===== config.mk =====
export PLATFORM = sky130hd
export DESIGN_NAME = tvr_cmd_q
export DESIGN_NICKNAME = d
export VERILOG_FILES = /design/src/tvr_pkg.sv /design/src/tvr_cmd_q.sv
export SDC_FILE = /design/constraint.sdc
export NUM_CORES = 1
export LEC_CHECK = 0
export BUFFER_PORTS_ARGS = -buffer_cell sky130_fd_sc_hd__clkbuf_2
export CAP_MARGIN = 20
export CORE_ASPECT_RATIO = 1.25
export CORE_MARGIN = 2
export CORE_UTILIZATION = 54
export CTS_BUF_LIST = sky130_fd_sc_hd__clkbuf_8
export DETAILED_ROUTE_END_ITERATION = 8
export PLACE_DENSITY = 0.85
export SKIP_LAST_GASP = 1
export SYNTH_ARGS = -nofsm -noshare
export SYNTH_HDL_FRONTEND = slang
export SYNTH_SLANG_ARGS = --single-unit

===== constraint.sdc =====
create_clock -name clk -period 6.7 [get_ports clk]
set_input_delay 0.67 -clock clk [delete_from_list [all_inputs] [get_ports clk]]
set_output_delay 0.67 -clock clk [all_outputs]
set_load 0.01 [all_outputs]

===== src/tvr_pkg.sv =====
// Shared types, constants and helpers for the trilinear volume resampler.
// No dependencies; every other file imports this package.
package tvr_pkg;

  localparam int MAX_DIM    = 32;
  localparam int DIM_W      = $clog2(MAX_DIM);
  localparam int SAMPLE_W   = 32;
  localparam int QUERY_W    = 12;
  localparam int SRC_W      = 6;
  localparam int TGT_W      = 13;
  localparam int FRAC_W     = 16;
  localparam int POS_W      = DIM_W + FRAC_W;
  localparam int PROD_W     = QUERY_W + DIM_W;
  localparam int DIVIDEND_W = PROD_W + FRAC_W;
  localparam int ADDR_W     = 3 * DIM_W;
  localparam int MEM_DEPTH  = MAX_DIM * MAX_DIM * MAX_DIM;
  localparam int CFG_IDX_W  = 3;
  localparam int CFG_DATA_W = 13;
  localparam int RESET_SIZE = 32;

  // Configuration register indexes
  localparam logic [CFG_IDX_W-1:0] REG_SOURCE_WIDTH  = 3'd0;
  localparam logic [CFG_IDX_W-1:0] REG_SOURCE_HEIGHT = 3'd1;
  localparam logic [CFG_IDX_W-1:0] REG_SOURCE_DEPTH  = 3'd2;
  localparam logic [CFG_IDX_W-1:0] REG_TARGET_WIDTH  = 3'd3;
  localparam logic [CFG_IDX_W-1:0] REG_TARGET_HEIGHT = 3'd4;
  localparam logic [CFG_IDX_W-1:0] REG_TARGET_DEPTH  = 3'd5;

  // Request operation codes
  localparam logic OP_WRITE = 1'b0;
  localparam logic OP_QUERY = 1'b1;

  typedef enum logic [1:0] {
    CMD_WRITE,
    CMD_ERROR,
    CMD_QUERY
  } cmd_kind_t;

  // Command passed from front to back through the queue
  typedef struct packed {
    cmd_kind_t                   kind;
    logic [DIM_W-1:0]            x0;
    logic [DIM_W-1:0]            y0;
    logic [DIM_W-1:0]            z0;
    logic [DIM_W-1:0]            x1;
    logic [DIM_W-1:0]            y1;
    logic [DIM_W-1:0]            z1;
    logic [FRAC_W-1:0]           fx;
    logic [FRAC_W-1:0]           fy;
    logic [FRAC_W-1:0]           fz;
    logic signed [SAMPLE_W-1:0]  sample;
  } cmd_t;

  typedef struct packed {
    logic full;
    logic empty;
  } q_stat_t;

  // Effective source size minus one: zero counts as one, clamp to MAX_DIM
  function automatic logic [DIM_W-1:0] eff_m1(input logic [SRC_W-1:0] s);
    logic [DIM_W-1:0] r;
    if (s == '0) begin
      r = '0;
    end else if (s > SRC_W'(MAX_DIM)) begin
      r = DIM_W'(MAX_DIM - 1);
    end else begin
      r = DIM_W'(s - SRC_W'(1));
    end
    return r;
  endfunction

endpackage


===== src/tvr_cmd_q.sv =====
// Two-entry command queue between front and back.
// Depends on tvr_pkg.
module tvr_cmd_q (
  input  logic              clk,
  input  logic              rst_n,
  input  logic              push,
  input  tvr_pkg::cmd_t     push_data,
  input  logic              pop,
  output tvr_pkg::cmd_t     head,
  output tvr_pkg::q_stat_t  stat
);
  import tvr_pkg::*;

  cmd_t        ent_r [2];
  logic        wr_ptr_r;
  logic        rd_ptr_r;
  logic [1:0]  cnt_r;

  always_ff @(posedge clk) begin
    if (!rst_n) begin
      wr_ptr_r <= 1'b0;
      rd_ptr_r <= 1'b0;
      cnt_r    <= '0;
    end else begin
      if (push) begin
        wr_ptr_r <= ~wr_ptr_r;
      end
      if (pop) begin
        rd_ptr_r <= ~rd_ptr_r;
      end
      cnt_r <= cnt_r + 2'(push) - 2'(pop);
    end
  end

  // Store payload
  always_ff @(posedge clk) begin
    if (push) begin
      ent_r[wr_ptr_r] <= push_data;
    end
  end

  assign head       = ent_r[rd_ptr_r];
  assign stat.full  = cnt_r == 2'd2;
  assign stat.empty = cnt_r == 2'd0;
endmodule


# == Word-level counts from Yosys, hierarchy flattened ==
# Memory sizes are Yosys's and may differ from the RTL's. A register that Yosys moved wholly into a read port is not among the register bits.
# Cells that the tools add are included.
# totals
regBits,4
ramBits,224
in_bits,116
output_inout_bits,114
memories,1
# op_classes
addsub,2
eq_ne,1
muxes,4
bitwise,2
n_reduce_logical,1
# memory_table
name,words,width,rd,rd_clocked_by_memory_dff,wr,line_no,rtl
ent_r,2,112,1,1,1,tvr_cmd_q.sv:14,cmd_t ent_r [2];
# ops
op,n
1-bit 2-to-1 mux,4
2-bit by 1-bit adder with 2-bit output,1
"2-bit == test, second input constant",1
2-bit zero test,1
1-bit inverter,2
2-bit by 1-bit subtractor with 2-bit output,1

# == Logic depth before layout (Yosys ltp) ==
# depth
depth_word,3
depth_mapped,6

# == Least setup slack after synthesis ==
# Ideal clock, no wire load.
# synth_path
path_kind,input-to-reg
startpoint,input port push
endpoint,memory ent_r[0][0] (netlist name) (enable)
t_arrival_ps,5566
setup_slack_ps,537
stages,1
cell_sequence,nor2b_1
# synth_between
elab_chain_len,2
# synth_lines
element,line_no,rtl
"start, declared",tvr_cmd_q.sv:6,"input logic push,"
1-bit 2-to-1 mux,tvr_cmd_q.sv:37,if (push) begin
1-bit 2-to-1 mux (not written as such),tvr_cmd_q.sv:38,ent_r[wr_ptr_r] <= push_data;
"end, declared",tvr_cmd_q.sv:14,
# No other way between the ends.

==> flow_summary_export.csv <==
group,metric,value,unit
worst_setup_path,cpPeakStageDelay,0.78,ns
drt,wire_per_inst,18.9,µm
worst_setup_path,path_max_fanout,60,
clocking,cts_tree,"built",
power,p_int,2.33,mW
worst_setup_path,crit_family,"buffers and inverters",
sta,fin_crit,3.27,ns
final_layout,drive_gt1_share,59.7,%
synth,yosysTopAreaCell,"edfxtp_1",
synth,synth-seq-area-share,82.0,%
final_layout,final_common_cell,"clkbuf_2",
drt,wl_met2,8.75,mm
final_layout,final_area,10200,µm²
worst_hold_path,min_path_type,"in2reg",
sta,setup_violations,0,
drt,wl_met3,1.13,mm
placed_design,post-dp-hpwl,10.4,mm
die,core_area,15000,µm²
clocking,cts_sinks,229,
power,p_comb_share,10.4,%
grt,grt_max_degree,70,
die,start_util,55.5,%
final_layout,syn2layout_area_growth,23.1,%
worst_setup_path,crit_buf_inv,2,
synth,syn-instance-count,369,
die,fp-row-count,50,
power,clkPwrFrac,33.3,%
clocking,clock_path_buffers,3,
sta,slew_headroom,38.3,%
sta,max_slew.worst_pin.slew,0.925,ns
grt,grt_first_pass_wirelength,23.5,mm
clocking,cts_made_buffers,35,
power,swShare,22.4,%
drt,drtAntennaViolNets,0,
placed_design,place_ws,3.84,ns
die,die_w,115,µm
placed_design,dp_cells,772,
synth,synth_cell_types,14,
worst_setup_path,required,6.03,ns
power,leakage,3.99,nW
grt,antenna_found_initial,2,
clocking,htreeDepth,2,
grt,grt_use_total,18.9,%
sta,clock.fmax,306,MHz
worst_setup_path,critical_path_class,"reg2out",
final_layout,layout.nets,745,
grt,grt_pass1_vias,4694,
clocking,cts-hold-fix-buffers,0,
placed_design,gp_congestion,0.785,
synth,syn-cell-area,8330,µm²
drt,drc,0,
placed_design,io_buffers,229,
drt,routed_via_density,5.23,
power,seqPwrFrac,56.2,%
sta,rsz0062_at_grt,"no",
final_layout,insertedDiodeCount,0,
final_layout,final_util,68.3,%
run,maxCapViolCount,0,
drt,vias,4365,
synth,synth_area_leaders,"edfxtp_1, mux2_2, dfxtp_1, buf_6, and2_1",
clocking,postCtsSetupBuffers,0,
clocking,clock_latency,0.48,ns
die,io_pins,230,
drt,first_pass_iters,4,
clocking,cts-resized-gates,0,
grt,grt-ovfl-total,0,
worst_setup_path,cp.arrival,2.60,ns
worst_setup_path,endpoint_kind,"primary output",
worst_setup_path,cp_slowest_cell,"dfxtp_4",
drt,highest_layer,"met5",
drt,wl_met1,5.35,mm
die,die_h,143,µm
synth,yosysWarnings,0,
synth,postSynthAreaPerCell,22.6,µm²
worst_setup_path,start_kind,"flop",
placed_design,place_area,9630,µm²
final_layout,layoutNonFillerInstCount,834,
final_layout,final_cell_mix,"clkbuf_2, edfxtp_1, mux2_2",
sta,slew_violations,0,
synth,syn_nets,487,
clocking,clockRootBuffer,"clkbuf_8",
drt,drt-total-wl,15.8,mm
worst_setup_path,path_cells,"buf_4 > mux2_2 > clkbuf_2",
power,switchingPower,672,µW
die,die_area,16400,µm²
synth,ys_ff_latch,229,
sta,fin_crit_sh,48.8,%
sta,tns,0,ns
sta,skew,0.0198,ns
sta,final_hold_viol_count,0,
sta,fin_ws,3.43,ns
power,ir_worst_vdd,0.188,mV
power,cellPowerDensity,293,nW/µm²
worst_setup_path,r2r_slack,4.46,ns
clocking,clk_pin_slew,0.07,ns
drt,drt_iter0_drc,269,
synth,synth_top_area_share,80.8,%
outcome,status,"completed",
==> cell type report <==
class / instances / area (µm²)
inverter: 2 / 7.51
timing repair buffer: 233 / 1180
sequential: 229 / 6830
tap: 182 / 228
clock buffer: 38 / 523
clock inverter: 24 / 93.8
multi-input combinational: 126 / 1390
fill: 989 / 4770
==> logic make-up (layout without fill, tap and decap cells) <==
family	Yosys count	count (layout)	synth area share, %
flops	229	229	82.0
buf+inv	14	297	1.44
xor+xnor	2	2	0.376
compound gates	1	1	0.0902
simple gates	9	9	0.646
mux	112	112	15.1
fa+ha+maj	2	2	0.301
==> cells in the mapped netlist, drive strengths merged <==
master	n
nor2	1
buf	12
o21a	1
nor2b	4
inv	2
and2	4
edfxtp	224
xnor3	1
mux2	112
ha	2
xor2	1
dfxtp	5
==> through the flow <==
step	total power, mW	hold WS (ns)
finish	3.00	0.374
global route	3.13	0.344
CTS	3.04	0.339
detailed placement	2.03	0.571
global placement	2.02	0.556
floorplan	1.90	0.555
==> layer usage <==
metal	global-route usage, %	up-vias
met5	0	-
met3	6.24	41
met2	35.1	181
met1	19.0	2154
met4	8.43	4
li1	-	1985
==> power by group through the flow <==
stage	Combinational, mW	Sequential [mW]	Clock, mW
after global placement	0.304	1.71	0
after global routing	0.337	1.70	1.10
final	0.313	1.69	1.00
after floorplan	0.192	1.71	0
after detailed placement	0.315	1.72	0
after CTS	0.318	1.69	1.03
==> path summary, 6_finish.rpt <==
| path | from | end | cells after the start |
|---|---|---|---|
| setup / recovery | flop | head[102] | 3 |
| hold / removal | push_data[74] | ent_r[1][74] | 1 |
| setup reg to reg | wr_ptr_r | ent_r[1][107] | 2 |
| hold reg to reg | rd_ptr_r | flop | 2 |
==> worst reg2reg max path: cells and delay by family, from the launching register on <==
kind	cells	cell delay, ns
AND/OR/NAND/NOR	1	0.54
buffers and inverters	1	0.84
flip-flops	1	0.40
==> state kept, by name, summed over array words and instances, names as in the netlist, named ones only <==
| register | count |
|---|---|
| cnt_r | 2 |
| rd_ptr_r | 1 |
| ent_r | 224 |
| wr_ptr_r | 1 |
No activity file was read; power rests on OpenSTA's default activity.
