**src/tvr_pkg.sv**
```systemverilog
// Shared types, constants and helpers for the trilinear volume resampler.
// No dependencies; every other file imports this package.
package tvr_pkg;

  localparam int MAX_DIM    = 32;
  localparam int DIM_W      = $clog2(MAX_DIM);
  localparam int SAMPLE_W   = 32;
  localparam int QUERY_W    = 12;
  localparam int SRC_W      = 6;
  localparam int TGT_W      = 13;
  localparam int FRAC_W     = 16;
  localparam int POS_W      = DIM_W + FRAC_W;
  localparam int PROD_W     = QUERY_W + DIM_W;
  localparam int DIVIDEND_W = PROD_W + FRAC_W;
  localparam int ADDR_W     = 3 * DIM_W;
  localparam int MEM_DEPTH  = MAX_DIM * MAX_DIM * MAX_DIM;
  localparam int CFG_IDX_W  = 3;
  localparam int CFG_DATA_W = 13;
  localparam int RESET_SIZE = 32;

  // Configuration register indexes
  localparam logic [CFG_IDX_W-1:0] REG_SOURCE_WIDTH  = 3'd0;
  localparam logic [CFG_IDX_W-1:0] REG_SOURCE_HEIGHT = 3'd1;
  localparam logic [CFG_IDX_W-1:0] REG_SOURCE_DEPTH  = 3'd2;
  localparam logic [CFG_IDX_W-1:0] REG_TARGET_WIDTH  = 3'd3;
  localparam logic [CFG_IDX_W-1:0] REG_TARGET_HEIGHT = 3'd4;
  localparam logic [CFG_IDX_W-1:0] REG_TARGET_DEPTH  = 3'd5;

  // Request operation codes
  localparam logic OP_WRITE = 1'b0;
  localparam logic OP_QUERY = 1'b1;

  typedef enum logic [1:0] {
    CMD_WRITE,
    CMD_ERROR,
    CMD_QUERY
  } cmd_kind_t;

  // Command passed from front to back through the queue
  typedef struct packed {
    cmd_kind_t                   kind;
    logic [DIM_W-1:0]            x0;
    logic [DIM_W-1:0]            y0;
    logic [DIM_W-1:0]            z0;
    logic [DIM_W-1:0]            x1;
    logic [DIM_W-1:0]            y1;
    logic [DIM_W-1:0]            z1;
    logic [FRAC_W-1:0]           fx;
    logic [FRAC_W-1:0]           fy;
    logic [FRAC_W-1:0]           fz;
    logic signed [SAMPLE_W-1:0]  sample;
  } cmd_t;

  typedef struct packed {
    logic full;
    logic empty;
  } q_stat_t;

  // Effective source size minus one: zero counts as one, clamp to MAX_DIM
  function automatic logic [DIM_W-1:0] eff_m1(input logic [SRC_W-1:0] s);
    logic [DIM_W-1:0] r;
    if (s == '0) begin
      r = '0;
    end else if (s > SRC_W'(MAX_DIM)) begin
      r = DIM_W'(MAX_DIM - 1);
    end else begin
      r = DIM_W'(s - SRC_W'(1));
    end
    return r;
  endfunction

endpackage

```
**src/tvr_in_if.sv**
```systemverilog
// Input request channel: valid/ready plus write and query payload.
// Depends on tvr_pkg.
interface tvr_in_if;
  import tvr_pkg::*;
  logic                        valid;
  logic                        ready;
  logic                        operation;
  logic [DIM_W-1:0]            load_x;
  logic [DIM_W-1:0]            load_y;
  logic [DIM_W-1:0]            load_z;
  logic signed [SAMPLE_W-1:0]  sample_value;
  logic [QUERY_W-1:0]          query_x;
  logic [QUERY_W-1:0]          query_y;
  logic [QUERY_W-1:0]          query_z;

  modport source(output valid, operation, load_x, load_y, load_z, sample_value,
                 query_x, query_y, query_z, input ready);
  modport sink(input valid, operation, load_x, load_y, load_z, sample_value,
               query_x, query_y, query_z, output ready);
endinterface

```
**src/tvr_cfg_if.sv**
```systemverilog
// Configuration write channel: valid/ready, register index and data.
// Depends on tvr_pkg.
interface tvr_cfg_if;
  import tvr_pkg::*;
  logic                   valid;
  logic                   ready;
  logic [CFG_IDX_W-1:0]   index;
  logic [CFG_DATA_W-1:0]  data;

  modport source(output valid, index, data, input ready);
  modport sink(input valid, index, data, output ready);
endinterface

```
**src/tvr_div.sv**
```systemverilog
// Restoring divider, one quotient bit per cycle, for one axis mapping.
// Depends on tvr_pkg.
module tvr_div (
  input  logic                             clk,
  input  logic                             rst_n,
  input  logic                             start,
  input  logic [tvr_pkg::DIVIDEND_W-1:0]   dividend,
  input  logic [tvr_pkg::TGT_W-1:0]        divisor,
  output logic                             busy,
  output logic [tvr_pkg::POS_W-1:0]        quot
);
  import tvr_pkg::*;

  localparam int CNT_W = $clog2(POS_W + 1);

  logic              busy_r;
  logic [CNT_W-1:0]  cnt_r;
  logic [TGT_W-1:0]  rem_r;
  logic [TGT_W-1:0]  div_r;
  logic [POS_W-1:0]  sh_r;
  logic [TGT_W:0]    trial;
  logic              ge;

  // Shift in next dividend bit and compare with divisor
  always_comb begin
    trial = {rem_r, sh_r[POS_W-1]};
    ge    = trial >= {1'b0, div_r};
  end

  always_ff @(posedge clk) begin
    if (!rst_n) begin
      busy_r <= 1'b0;
      cnt_r  <= '0;
    end else if (start) begin
      busy_r <= 1'b1;
      cnt_r  <= CNT_W'(POS_W);
      rem_r  <= TGT_W'(dividend[DIVIDEND_W-1:POS_W]);
      sh_r   <= dividend[POS_W-1:0];
      div_r  <= divisor;
    end else if (busy_r) begin
      rem_r  <= ge ? TGT_W'(trial - {1'b0, div_r}) : TGT_W'(trial);
      sh_r   <= {sh_r[POS_W-2:0], ge};
      cnt_r  <= cnt_r - CNT_W'(1);
      if (cnt_r == CNT_W'(1)) begin
        busy_r <= 1'b0;
      end
    end
  end

  assign busy = busy_r;
  assign quot = sh_r;
endmodule

```
**src/tvr_front.sv**
```systemverilog
// Front end: config registers, request classification, axis mapping dividers.
// Depends on tvr_pkg, tvr_in_if, tvr_cfg_if, tvr_div.
module tvr_front (
  input  logic              clk,
  input  logic              rst_n,
  tvr_in_if.sink            in_ch,
  tvr_cfg_if.sink           cfg_ch,
  input  tvr_pkg::q_stat_t  q_stat,
  output logic              q_push,
  output tvr_pkg::cmd_t     q_data
);
  import tvr_pkg::*;

  typedef enum logic [1:0] {F_IDLE, F_DIV, F_PUSH} fstate_t;

  fstate_t            state_r;
  logic [SRC_W-1:0]   src_r [3];
  logic [TGT_W-1:0]   tgt_r [3];
  logic [QUERY_W-1:0] qidx [3];
  logic [DIM_W-1:0]   sm1 [3];
  logic [2:0]         oob;
  logic [2:0]         busy;
  logic [POS_W-1:0]   quot [3];
  logic [DIM_W-1:0]   lo [3];
  logic [DIM_W-1:0]   hi [3];
  logic [FRAC_W-1:0]  frac [3];
  logic               accept;
  logic               start;

  assign qidx[0] = in_ch.query_x;
  assign qidx[1] = in_ch.query_y;
  assign qidx[2] = in_ch.query_z;

  // Per-axis range check, divider and corner selection
  for (genvar a = 0; a < 3; a++) begin : g_axis
    logic [PROD_W-1:0]      prod;
    logic [DIVIDEND_W-1:0]  dvd;
    logic [POS_W-1:0]       pos;
    logic [DIM_W-1:0]       base;

    assign sm1[a] = eff_m1(src_r[a]);
    assign oob[a] = {1'b0, qidx[a]} >= tgt_r[a];
    assign prod   = PROD_W'(qidx[a]) * PROD_W'(sm1[a]);
    assign dvd    = {prod, FRAC_W'(0)};

    tvr_div u_div (
      .clk      (clk),
      .rst_n    (rst_n),
      .start    (start),
      .dividend (dvd),
      .divisor  (tgt_r[a] - TGT_W'(1)),
      .busy     (busy[a]),
      .quot     (quot[a])
    );

    // Single-point target axis maps to zero
    assign pos     = (tgt_r[a] <= TGT_W'(1)) ? '0 : quot[a];
    assign base    = pos[POS_W-1:FRAC_W];
    assign lo[a]   = (base > sm1[a]) ? sm1[a] : base;
    assign hi[a]   = (lo[a] < sm1[a]) ? lo[a] + DIM_W'(1) : sm1[a];
    assign frac[a] = pos[FRAC_W-1:0];
  end

  assign in_ch.ready  = (state_r == F_IDLE) && !q_stat.full;
  assign cfg_ch.ready = 1'b1;
  assign accept       = in_ch.valid && in_ch.ready;
  assign start        = accept && (in_ch.operation == OP_QUERY) && !(|oob);

  // Build the queued command
  always_comb begin
    q_push = 1'b0;
    q_data = '0;
    if (state_r == F_PUSH) begin
      q_push      = !q_stat.full;
      q_data.kind = CMD_QUERY;
      q_data.x0   = lo[0];
      q_data.y0   = lo[1];
      q_data.z0   = lo[2];
      q_data.x1   = hi[0];
      q_data.y1   = hi[1];
      q_data.z1   = hi[2];
      q_data.fx   = frac[0];
      q_data.fy   = frac[1];
      q_data.fz   = frac[2];
    end else if (accept && in_ch.operation == OP_WRITE) begin
      q_push        = 1'b1;
      q_data.kind   = CMD_WRITE;
      q_data.x0     = in_ch.load_x;
      q_data.y0     = in_ch.load_y;
      q_data.z0     = in_ch.load_z;
      q_data.sample = in_ch.sample_value;
    end else if (accept && (|oob)) begin
      q_push      = 1'b1;
      q_data.kind = CMD_ERROR;
    end
  end

  // Query sequence: accept, divide, push
  always_ff @(posedge clk) begin
    if (!rst_n) begin
      state_r <= F_IDLE;
    end else begin
      unique case (state_r)
        F_IDLE: begin
          if (start) begin
            state_r <= F_DIV;
          end
        end
        F_DIV: begin
          if (!(|busy)) begin
            state_r <= F_PUSH;
          end
        end
        F_PUSH: begin
          if (!q_stat.full) begin
            state_r <= F_IDLE;
          end
        end
        default: state_r <= F_IDLE;
      endcase
    end
  end

  // Configuration registers
  always_ff @(posedge clk) begin
    if (!rst_n) begin
      for (int i = 0; i < 3; i++) begin
        src_r[i] <= SRC_W'(RESET_SIZE);
        tgt_r[i] <= TGT_W'(RESET_SIZE);
      end
    end else if (cfg_ch.valid && cfg_ch.ready) begin
      unique case (cfg_ch.index)
        REG_SOURCE_WIDTH:  src_r[0] <= cfg_ch.data[SRC_W-1:0];
        REG_SOURCE_HEIGHT: src_r[1] <= cfg_ch.data[SRC_W-1:0];
        REG_SOURCE_DEPTH:  src_r[2] <= cfg_ch.data[SRC_W-1:0];
        REG_TARGET_WIDTH:  tgt_r[0] <= cfg_ch.data[TGT_W-1:0];
        REG_TARGET_HEIGHT: tgt_r[1] <= cfg_ch.data[TGT_W-1:0];
        REG_TARGET_DEPTH:  tgt_r[2] <= cfg_ch.data[TGT_W-1:0];
        default: ;
      endcase
    end
  end
endmodule

```
**src/flat_wrapper.sv**
```systemverilog
// flat-port wrapper written by rule: the top's interface ports become plain ports
module tvr_front_flat import tvr_pkg::*;
  (clk, rst_n, q_stat, q_push, q_data, in_ch_valid, in_ch_operation, in_ch_load_x, in_ch_load_y, in_ch_load_z, in_ch_sample_value, in_ch_query_x, in_ch_query_y, in_ch_query_z, in_ch_ready, cfg_ch_valid, cfg_ch_index, cfg_ch_data, cfg_ch_ready);
  tvr_in_if in_ch_i ();
  tvr_cfg_if cfg_ch_i ();
  input  logic clk;
  input  logic rst_n;
  input  tvr_pkg::q_stat_t q_stat;
  output logic q_push;
  output tvr_pkg::cmd_t q_data;
  input wire logic [$bits(in_ch_i.valid)-1:0] in_ch_valid;
  input wire logic [$bits(in_ch_i.operation)-1:0] in_ch_operation;
  input wire logic [$bits(in_ch_i.load_x)-1:0] in_ch_load_x;
  input wire logic [$bits(in_ch_i.load_y)-1:0] in_ch_load_y;
  input wire logic [$bits(in_ch_i.load_z)-1:0] in_ch_load_z;
  input wire logic [$bits(in_ch_i.sample_value)-1:0] in_ch_sample_value;
  input wire logic [$bits(in_ch_i.query_x)-1:0] in_ch_query_x;
  input wire logic [$bits(in_ch_i.query_y)-1:0] in_ch_query_y;
  input wire logic [$bits(in_ch_i.query_z)-1:0] in_ch_query_z;
  output wire logic [$bits(in_ch_i.ready)-1:0] in_ch_ready;
  input wire logic [$bits(cfg_ch_i.valid)-1:0] cfg_ch_valid;
  input wire logic [$bits(cfg_ch_i.index)-1:0] cfg_ch_index;
  input wire logic [$bits(cfg_ch_i.data)-1:0] cfg_ch_data;
  output wire logic [$bits(cfg_ch_i.ready)-1:0] cfg_ch_ready;
  assign in_ch_i.valid = in_ch_valid;
  assign in_ch_i.operation = in_ch_operation;
  assign in_ch_i.load_x = in_ch_load_x;
  assign in_ch_i.load_y = in_ch_load_y;
  assign in_ch_i.load_z = in_ch_load_z;
  assign in_ch_i.sample_value = in_ch_sample_value;
  assign in_ch_i.query_x = in_ch_query_x;
  assign in_ch_i.query_y = in_ch_query_y;
  assign in_ch_i.query_z = in_ch_query_z;
  assign in_ch_ready = in_ch_i.ready;
  assign cfg_ch_i.valid = cfg_ch_valid;
  assign cfg_ch_i.index = cfg_ch_index;
  assign cfg_ch_i.data = cfg_ch_data;
  assign cfg_ch_ready = cfg_ch_i.ready;
  tvr_front u_core (.clk(clk), .rst_n(rst_n), .in_ch(in_ch_i), .cfg_ch(cfg_ch_i), .q_stat(q_stat), .q_push(q_push), .q_data(q_data));
endmodule
```
**config.mk**
```make
export PLATFORM = sky130hd
export DESIGN_NAME = tvr_front_flat
export DESIGN_NICKNAME = d
export VERILOG_FILES = /design/src/tvr_pkg.sv /design/src/tvr_in_if.sv /design/src/tvr_cfg_if.sv /design/src/tvr_div.sv /design/src/tvr_front.sv /design/src/flat_wrapper.sv
export SDC_FILE = /design/constraint.sdc
export NUM_CORES = 1
export LEC_CHECK = 0
export BUFFER_PORTS_ARGS = -buffer_cell sky130_fd_sc_hd__buf_2
export CORE_UTILIZATION = 60
export CTS_BUF_LIST = sky130_fd_sc_hd__clkbuf_2 sky130_fd_sc_hd__clkbuf_4 sky130_fd_sc_hd__clkbuf_8
export CTS_CLUSTER_DIAMETER = 60
export DETAILED_ROUTE_END_ITERATION = 10
export PLACE_DENSITY = 0.82
export SKIP_LAST_GASP = 1
export SYNTH_ARGS = -nofsm -noshare
export SYNTH_HDL_FRONTEND = slang
export SYNTH_SLANG_ARGS = --single-unit
```
**constraint.sdc**
```tcl
create_clock -name clk -period 7.89 [get_ports clk]
set_input_delay 0 -clock clk [delete_from_list [all_inputs] [get_ports clk]]
set_output_delay 0 -clock clk [all_outputs]
set_load 0.02 [all_outputs]
```
## Yosys cells after proc, flatten, opt, wreduce, memory -nomap -nowiden

Memory sizes are Yosys's and may differ from the RTL's.
Index checks and enable logic that the tools add are counted.

| operators by class | value |
|---|---|
| bitwise gates (word level) | 8 |
| reductions and logical operators | 24 |
| $lt $le $gt $ge | 18 |
| $add $sub $neg | 15 |
| $mul | 3 |
| equality and inequality tests | 13 |
| multiplexer cells | 90 |

Operators by type and width:

| operator | count |
|---|---|
| $mux W21 | 9 |
| $mux W13 | 9 |
| $mux W5 | 18 |
| $mux W32 | 2 |
| $mux W63 | 1 |
| $mul A12 B5 Y17 | 3 |
| $ge A14 B13 Y1 | 3 |
| $ge A12 B13 Y1 | 3 |
| $le A13 B1 Y1 const B | 3 |
| $sub A13 B1 Y13 const B | 3 |
| $sub A13 B13 Y13 | 3 |
| $mux W1 | 38 |
| $mux W12 | 3 |
| $sub A5 B1 Y5 const B | 6 |
| $gt A6 B6 Y1 const B | 3 |
| $logic_not A6 Y1 | 3 |
| $mux W6 | 3 |
| $mux W17 | 1 |
| $add A5 B1 Y5 const B | 3 |
| $eq A5 B1 Y1 const B | 3 |
| $gt A5 B5 Y1 | 3 |
| $lt A5 B5 Y1 | 3 |
| $mux W15 | 1 |
| $mux W2 | 4 |
| other kinds (18) | 40 |

| word-level totals | value |
|---|---|
| memories kept | 2 |
| bits in writable memories | 57 |
| flip-flop bits (word level) | 161 |
| input port bits | 106 |
| output and inout port bits | 115 |
| logic and storage cells | 198 |

Memories:

| name | words | width | rd ports | clocked after memory_dff | write ports | RTL line | source |
|---|---|---|---|---|---|---|---|
| u_core.tgt_r | 3 | 13 | 3 | 0 | 3 | tvr_front.sv:18 | `logic [TGT_W-1:0] tgt_r [3];` |
| u_core.src_r | 3 | 6 | 3 | 0 | 3 | tvr_front.sv:17 | `logic [SRC_W-1:0] src_r [3];` |

## Depth between registers and ports, before layout

An unclocked memory read counts as a cell.

| logic depth | value |
|---|---|
| depth in word-level cells | 9 |
| mapped depth | 22 |
| gate-level depth less buffers | 21 |

## Cells and area by module

A second synthesis with hierarchy kept.

| unflattened totals | value |
|---|---|
| cell total of the unflattened synthesis | 2,089 |
| area, all modules | 20,149.3 µm² |

Modules (own cells, without submodules):

| module | cells each | times used | area an instance (µm²) | sequential area each (µm²) |
|---|---|---|---|---|
| tvr_front | 1,349 | 1 | 11,413.4 | 1,751.7 |
| tvr_div (u_core.g_axis[1].u_div ...) | 249 | 2 | 2,911.5 | 1,531.5 |
| tvr_div (u_core.g_axis[0].u_div) | 242 | 1 | 2,912.8 | 1,531.5 |

## Worst setup path before layout

Ideal clock, no wire load.

| timing path | value |
|---|---|
| kind | register to register |
| start point | memory u_core.src_r[1][0], in the netlist u_core.src_r[0][6] |
| end point | register u_core.g_axis[1].u_div.rem_r[10] (data pin) |
| library setup time | 0.262 ns |
| setup slack | 2.392 ns |
| period minus slack after synthesis | 5.498 ns |
| cell stages (with the launch flop) | 22 |
| buffers on the path | 1 |
| arrival | 5.237 ns |
| data required time | 7.628 ns |
| cells stage by stage | edfxtp_1 > inv_1 > ha_1 > nor4b_2 > nor2b_1 > o21ai_1 > buf_1 > and2_1 > fa_1 > fa_1 > inv_1 > fa_1 > inv_1 > ha_1 > nand3_1 > o211ai_1 > o41ai_1 > nor2b_1 > or3b_2 > a31oi_1 > xor2_1 > mux2i_1 |

RTL lines:

| item | RTL line | source |
|---|---|---|
| start: declaration | tvr_front.sv:17 |  |
| end signal: assignment | tvr_div.sv:37 | `rem_r <= TGT_W'(dividend[DIVIDEND_W-1:POS_W]);` |
| end signal: assignment | tvr_div.sv:41 | `rem_r <= ge ? TGT_W'(trial - {1'b0, div_r}) : TGT_W'(trial);` |
| end: declaration | tvr_div.sv:18 | `logic [TGT_W-1:0] rem_r;` |

==> results.yml <==
clock_network:
  numCtsBuffers: 39
  clockBufferDepth: 3
  clkTransAtPathRegs_ns: 0.06
  cts_tree: "built"
  post_cts_resized: 0
  hold_buffers: 18
  insertion_delay_ns: 0.55
  numClockSinks: 218
  h-tree-depth: 2
  postCtsSetupRepairBufs: 0
  root_buffer: "clkbuf_8"
placed_design:
  hpwlAfterDp_mm: 36.4
  port_buffers: 218
  gp_congestion: 0.933
  dp_slack_ns: 1.92
yosys:
  avgSynthCellArea_um2: 9.53
  synth_ff_type: "edfxtp_1"
  synthArstFlopShare: 0
  syn-num-nets: 2447
  synth_top_area_frac: 0.304
  synth_area_leaders: "edfxtp_1 30%, ha_1 13%, fa_1 9.5%, and2_1 7.0%, inv_1 5.0%"
  synth_cell_types: 85
  ys_ff_latch: 218
  yosys_warnings: 0
  synth_edf_count: 198
  synth_area_leader_cell: "edfxtp_1"
  syn-cell-area_um2: 19500
  yosysSeqAreaShare: 0.325
  syn_inst: 2050
finish:
  final_common_cell: "inv_1"
  drive_above_1_share: 0.146
  syn2layout_area_growth_pct: 13.1
  fillers: 2362
  diodes: 0
  final_nets: 2676
  layout.cells.most_common_list: "257 x inv_1, 218 x and2_1, 218 x buf_2"
floorplanning:
  num_io_pins: 221
  die_h_um: 182
  die_area_um2: 33300
  dieWidth_um: 182
  initial_core_util: 0.614
  num_rows: 65
  core_um2: 31800
global_route:
  grt_overflow: 0
  antenna_found_initial: 0
  grt_pass1_vias: 15500
  gr-usage-all-layers: 0.284
  grt_max_degree: 102
  grt_pass1_wl_mm: 75.9
critical_path:
  reg2reg_setup_slack_ns: 1.91
  reg2reg_from: "u_core.src_r[0][6]$_DFFE_PP_"
  crit_start: "u_core.src_r[0][12]$_DFFE_PP_"
  cp_max_fo: 15
  worstPathCellList: "inv_1 > ha_1 > nor4b_1 > or3_1 > o31a_1 > inv_1 > ha_1 > and3_1 > o21ai_0 > a32oi_1 > mux2_2 > ha_1 > a2111oi_0 > o21ai_1 > nand2_1 > mux2_2 > nor2_1 > buf_2"
  crit_arrival_ns: 6.40
  crit_path_top_delay_cell: "a32oi_1"
  reg2regPathDepth: 21
  required_ns: 7.89
  max_stage_delay_ns: 0.66
  crit_top_cell: "ha_1"
  end_kind: "primary output"
  crit_path_start_kind: "register"
  path_class: "reg2out"
drt:
  drt_iter0_drc: 911
  drcViolationCount: 0
  wire_per_inst_um: 17.1
  ant_nets: 0
  firstDrtPassIters: 5
  drt_wl_total_mm: 46.9
  viasPerCell: 5.73
  vias: 15700
sta:
  finalCritPeriodShare: 0.811
  tns_ns: 0
  worst_slew_margin_rel: 0.209
  finalSetupViolations: 0
  hold_viol: 0
  finalCriticalPeriod_ns: 6.40
  rsz0062_at_grt: "false"
  slew_violations: 0
  fin_ws_ns: 1.49
  fin_skew_ns: 0.0227
  fmax_mhz: 156
  worstMarginPinSlew_ns: 1.18
min_path:
  hp-class: "in2reg"
  hold_depth: 3
  min-delay-start: "in_ch_query_z[0]"
status:
  status: "completed"
pwr:
  cellLeakagePower_uw: 0.0103
  p_per_area_nw_per_um2: 220
  vdd_drop_max_mv: 0.131
run:
  maxCapViolCount: 0
worst paths after layout:
path | endpoint
hold reg to reg | u_core.g_axis[2].u_div.cnt_r[1]$_SDFFE_PP0P_
setup / recovery | q_data[80]
hold / removal | u_core.g_axis[2].u_div.quot[16]$_DFFE_PP_
setup reg to reg | u_core.g_axis[1].u_div.rem_r[10]$_DFFE_PP_
flip-flops by register name, summed over array words and instances, names as in the netlist:
name	count
u_core.state_r	2
u_core.tgt_r	39
u_core.g_axis.u_div.div_r	39
u_core.g_axis.u_div.cnt_r	15
u_core.g_axis.u_div.busy	3
u_core.g_axis.u_div.quot	63
u_core.g_axis.u_div.rem_r	39
u_core.src_r	18
synthesized netlist by cell type (4+ instances only):
library cell / count
edfxtp_1: 198
a41o_1: 4
nor4b_1: 5
nor2_1: 94
o31a_1: 7
xor2_1: 29
buf_1: 7
nand3_1: 30
o21a_1: 22
a22o_1: 11
fa_1: 93
dfxtp_1: 20
a32oi_1: 4
nand2_1: 138
nor3b_1: 4
o21ai_1: 25
inv_1: 258
nand4_1: 12
o21bai_1: 8
nor3_1: 39
mux2_1: 9
a21o_1: 30
o31ai_1: 9
a31oi_1: 16
and2_1: 218
ha_1: 198
clkbuf_1: 47
and3_1: 58
and4_1: 4
nor4_1: 9
or2_2: 4
a211oi_1: 14
nand2b_1: 18
o41ai_1: 6
mux2i_1: 26
or3_1: 11
mux2_2: 9
o211ai_1: 17
o21ai_0: 62
buf_2: 9
nor2b_1: 29
a21oi_1: 95
xnor2_1: 84
critical path: cells and delay by family, from the launching register on:
family / cells / cell delay [ns]
simple gates: 5 / 1.09
mux: 2 / 0.83
buf+inv: 3 / 0.54
flops: 1 / 0.49
compound gates: 5 / 2.11
fa+ha+maj: 3 / 0.78
report_power, final:
part | switching [µW] | leakage [µW] | internal (µW)
clock | 483 | 0.000425 | 639
combinational | 1330 | 0.00789 | 1030
sequential | 47.5 | 0.00199 | 1330
routing by layer:
layer,global-route usage,share of wire
met2,0.485,0.48
met3,0.0485,0.068
met4,0.0958,0.027
met1,0.364,0.42
met5,0,0
through the flow:
| stage | cells | power (µW) | cell area (µm²) | hold slack (ns) | utilization |
|---|---|---|---|---|---|
| after CTS | 2742 | 4860 | 22100 | 0.0266 | 0.694 |
| final | 2742 | 4860 | 22100 | 0.0450 | 0.694 |
| after detailed placement | 2655 | 3720 | 21100 | 0.311 | 0.663 |
| after floorplan | 2050 | 3220 | 19500 | 0.0942 | - |
| after global placement | 2655 | 3620 | 21100 | 0.286 | 0.663 |
| after global routing | 2742 | 5240 | 22100 | 0.0581 | 0.694 |
layout make-up:
class,instances,area [µm²],share of cell area
Tap cell,435,544,0.0246
Inverter,259,972,0.0440
Clock buffer,53,654,0.0296
Clock inverter,16,158,0.00714
Multi-Input combinational cell,1508,12000,0.544
Timing Repair Buffer,253,1400,0.0633
Sequential cell,218,6350,0.287
logic make-up (layout without fill, tap and decap cells):
| family | after synthesis | after routing | synth area share |
|---|---|---|---|
| and+or+nand+nor | 692 | 692 | 0.193 |
| AOI/OAI and AO/OA | 364 | 364 | 0.120 |
| buffers and inverters | 324 | 581 | 0.0634 |
| adders and majority gates | 293 | 293 | 0.223 |
| DFF | 218 | 218 | 0.325 |
| xor gates and xnor gates | 113 | 113 | 0.0507 |
| muxes | 45 | 45 | 0.0245 |
| other | 1 | 1 | 0.000192 |
Note: power is estimated with default switching activity, not from simulation.
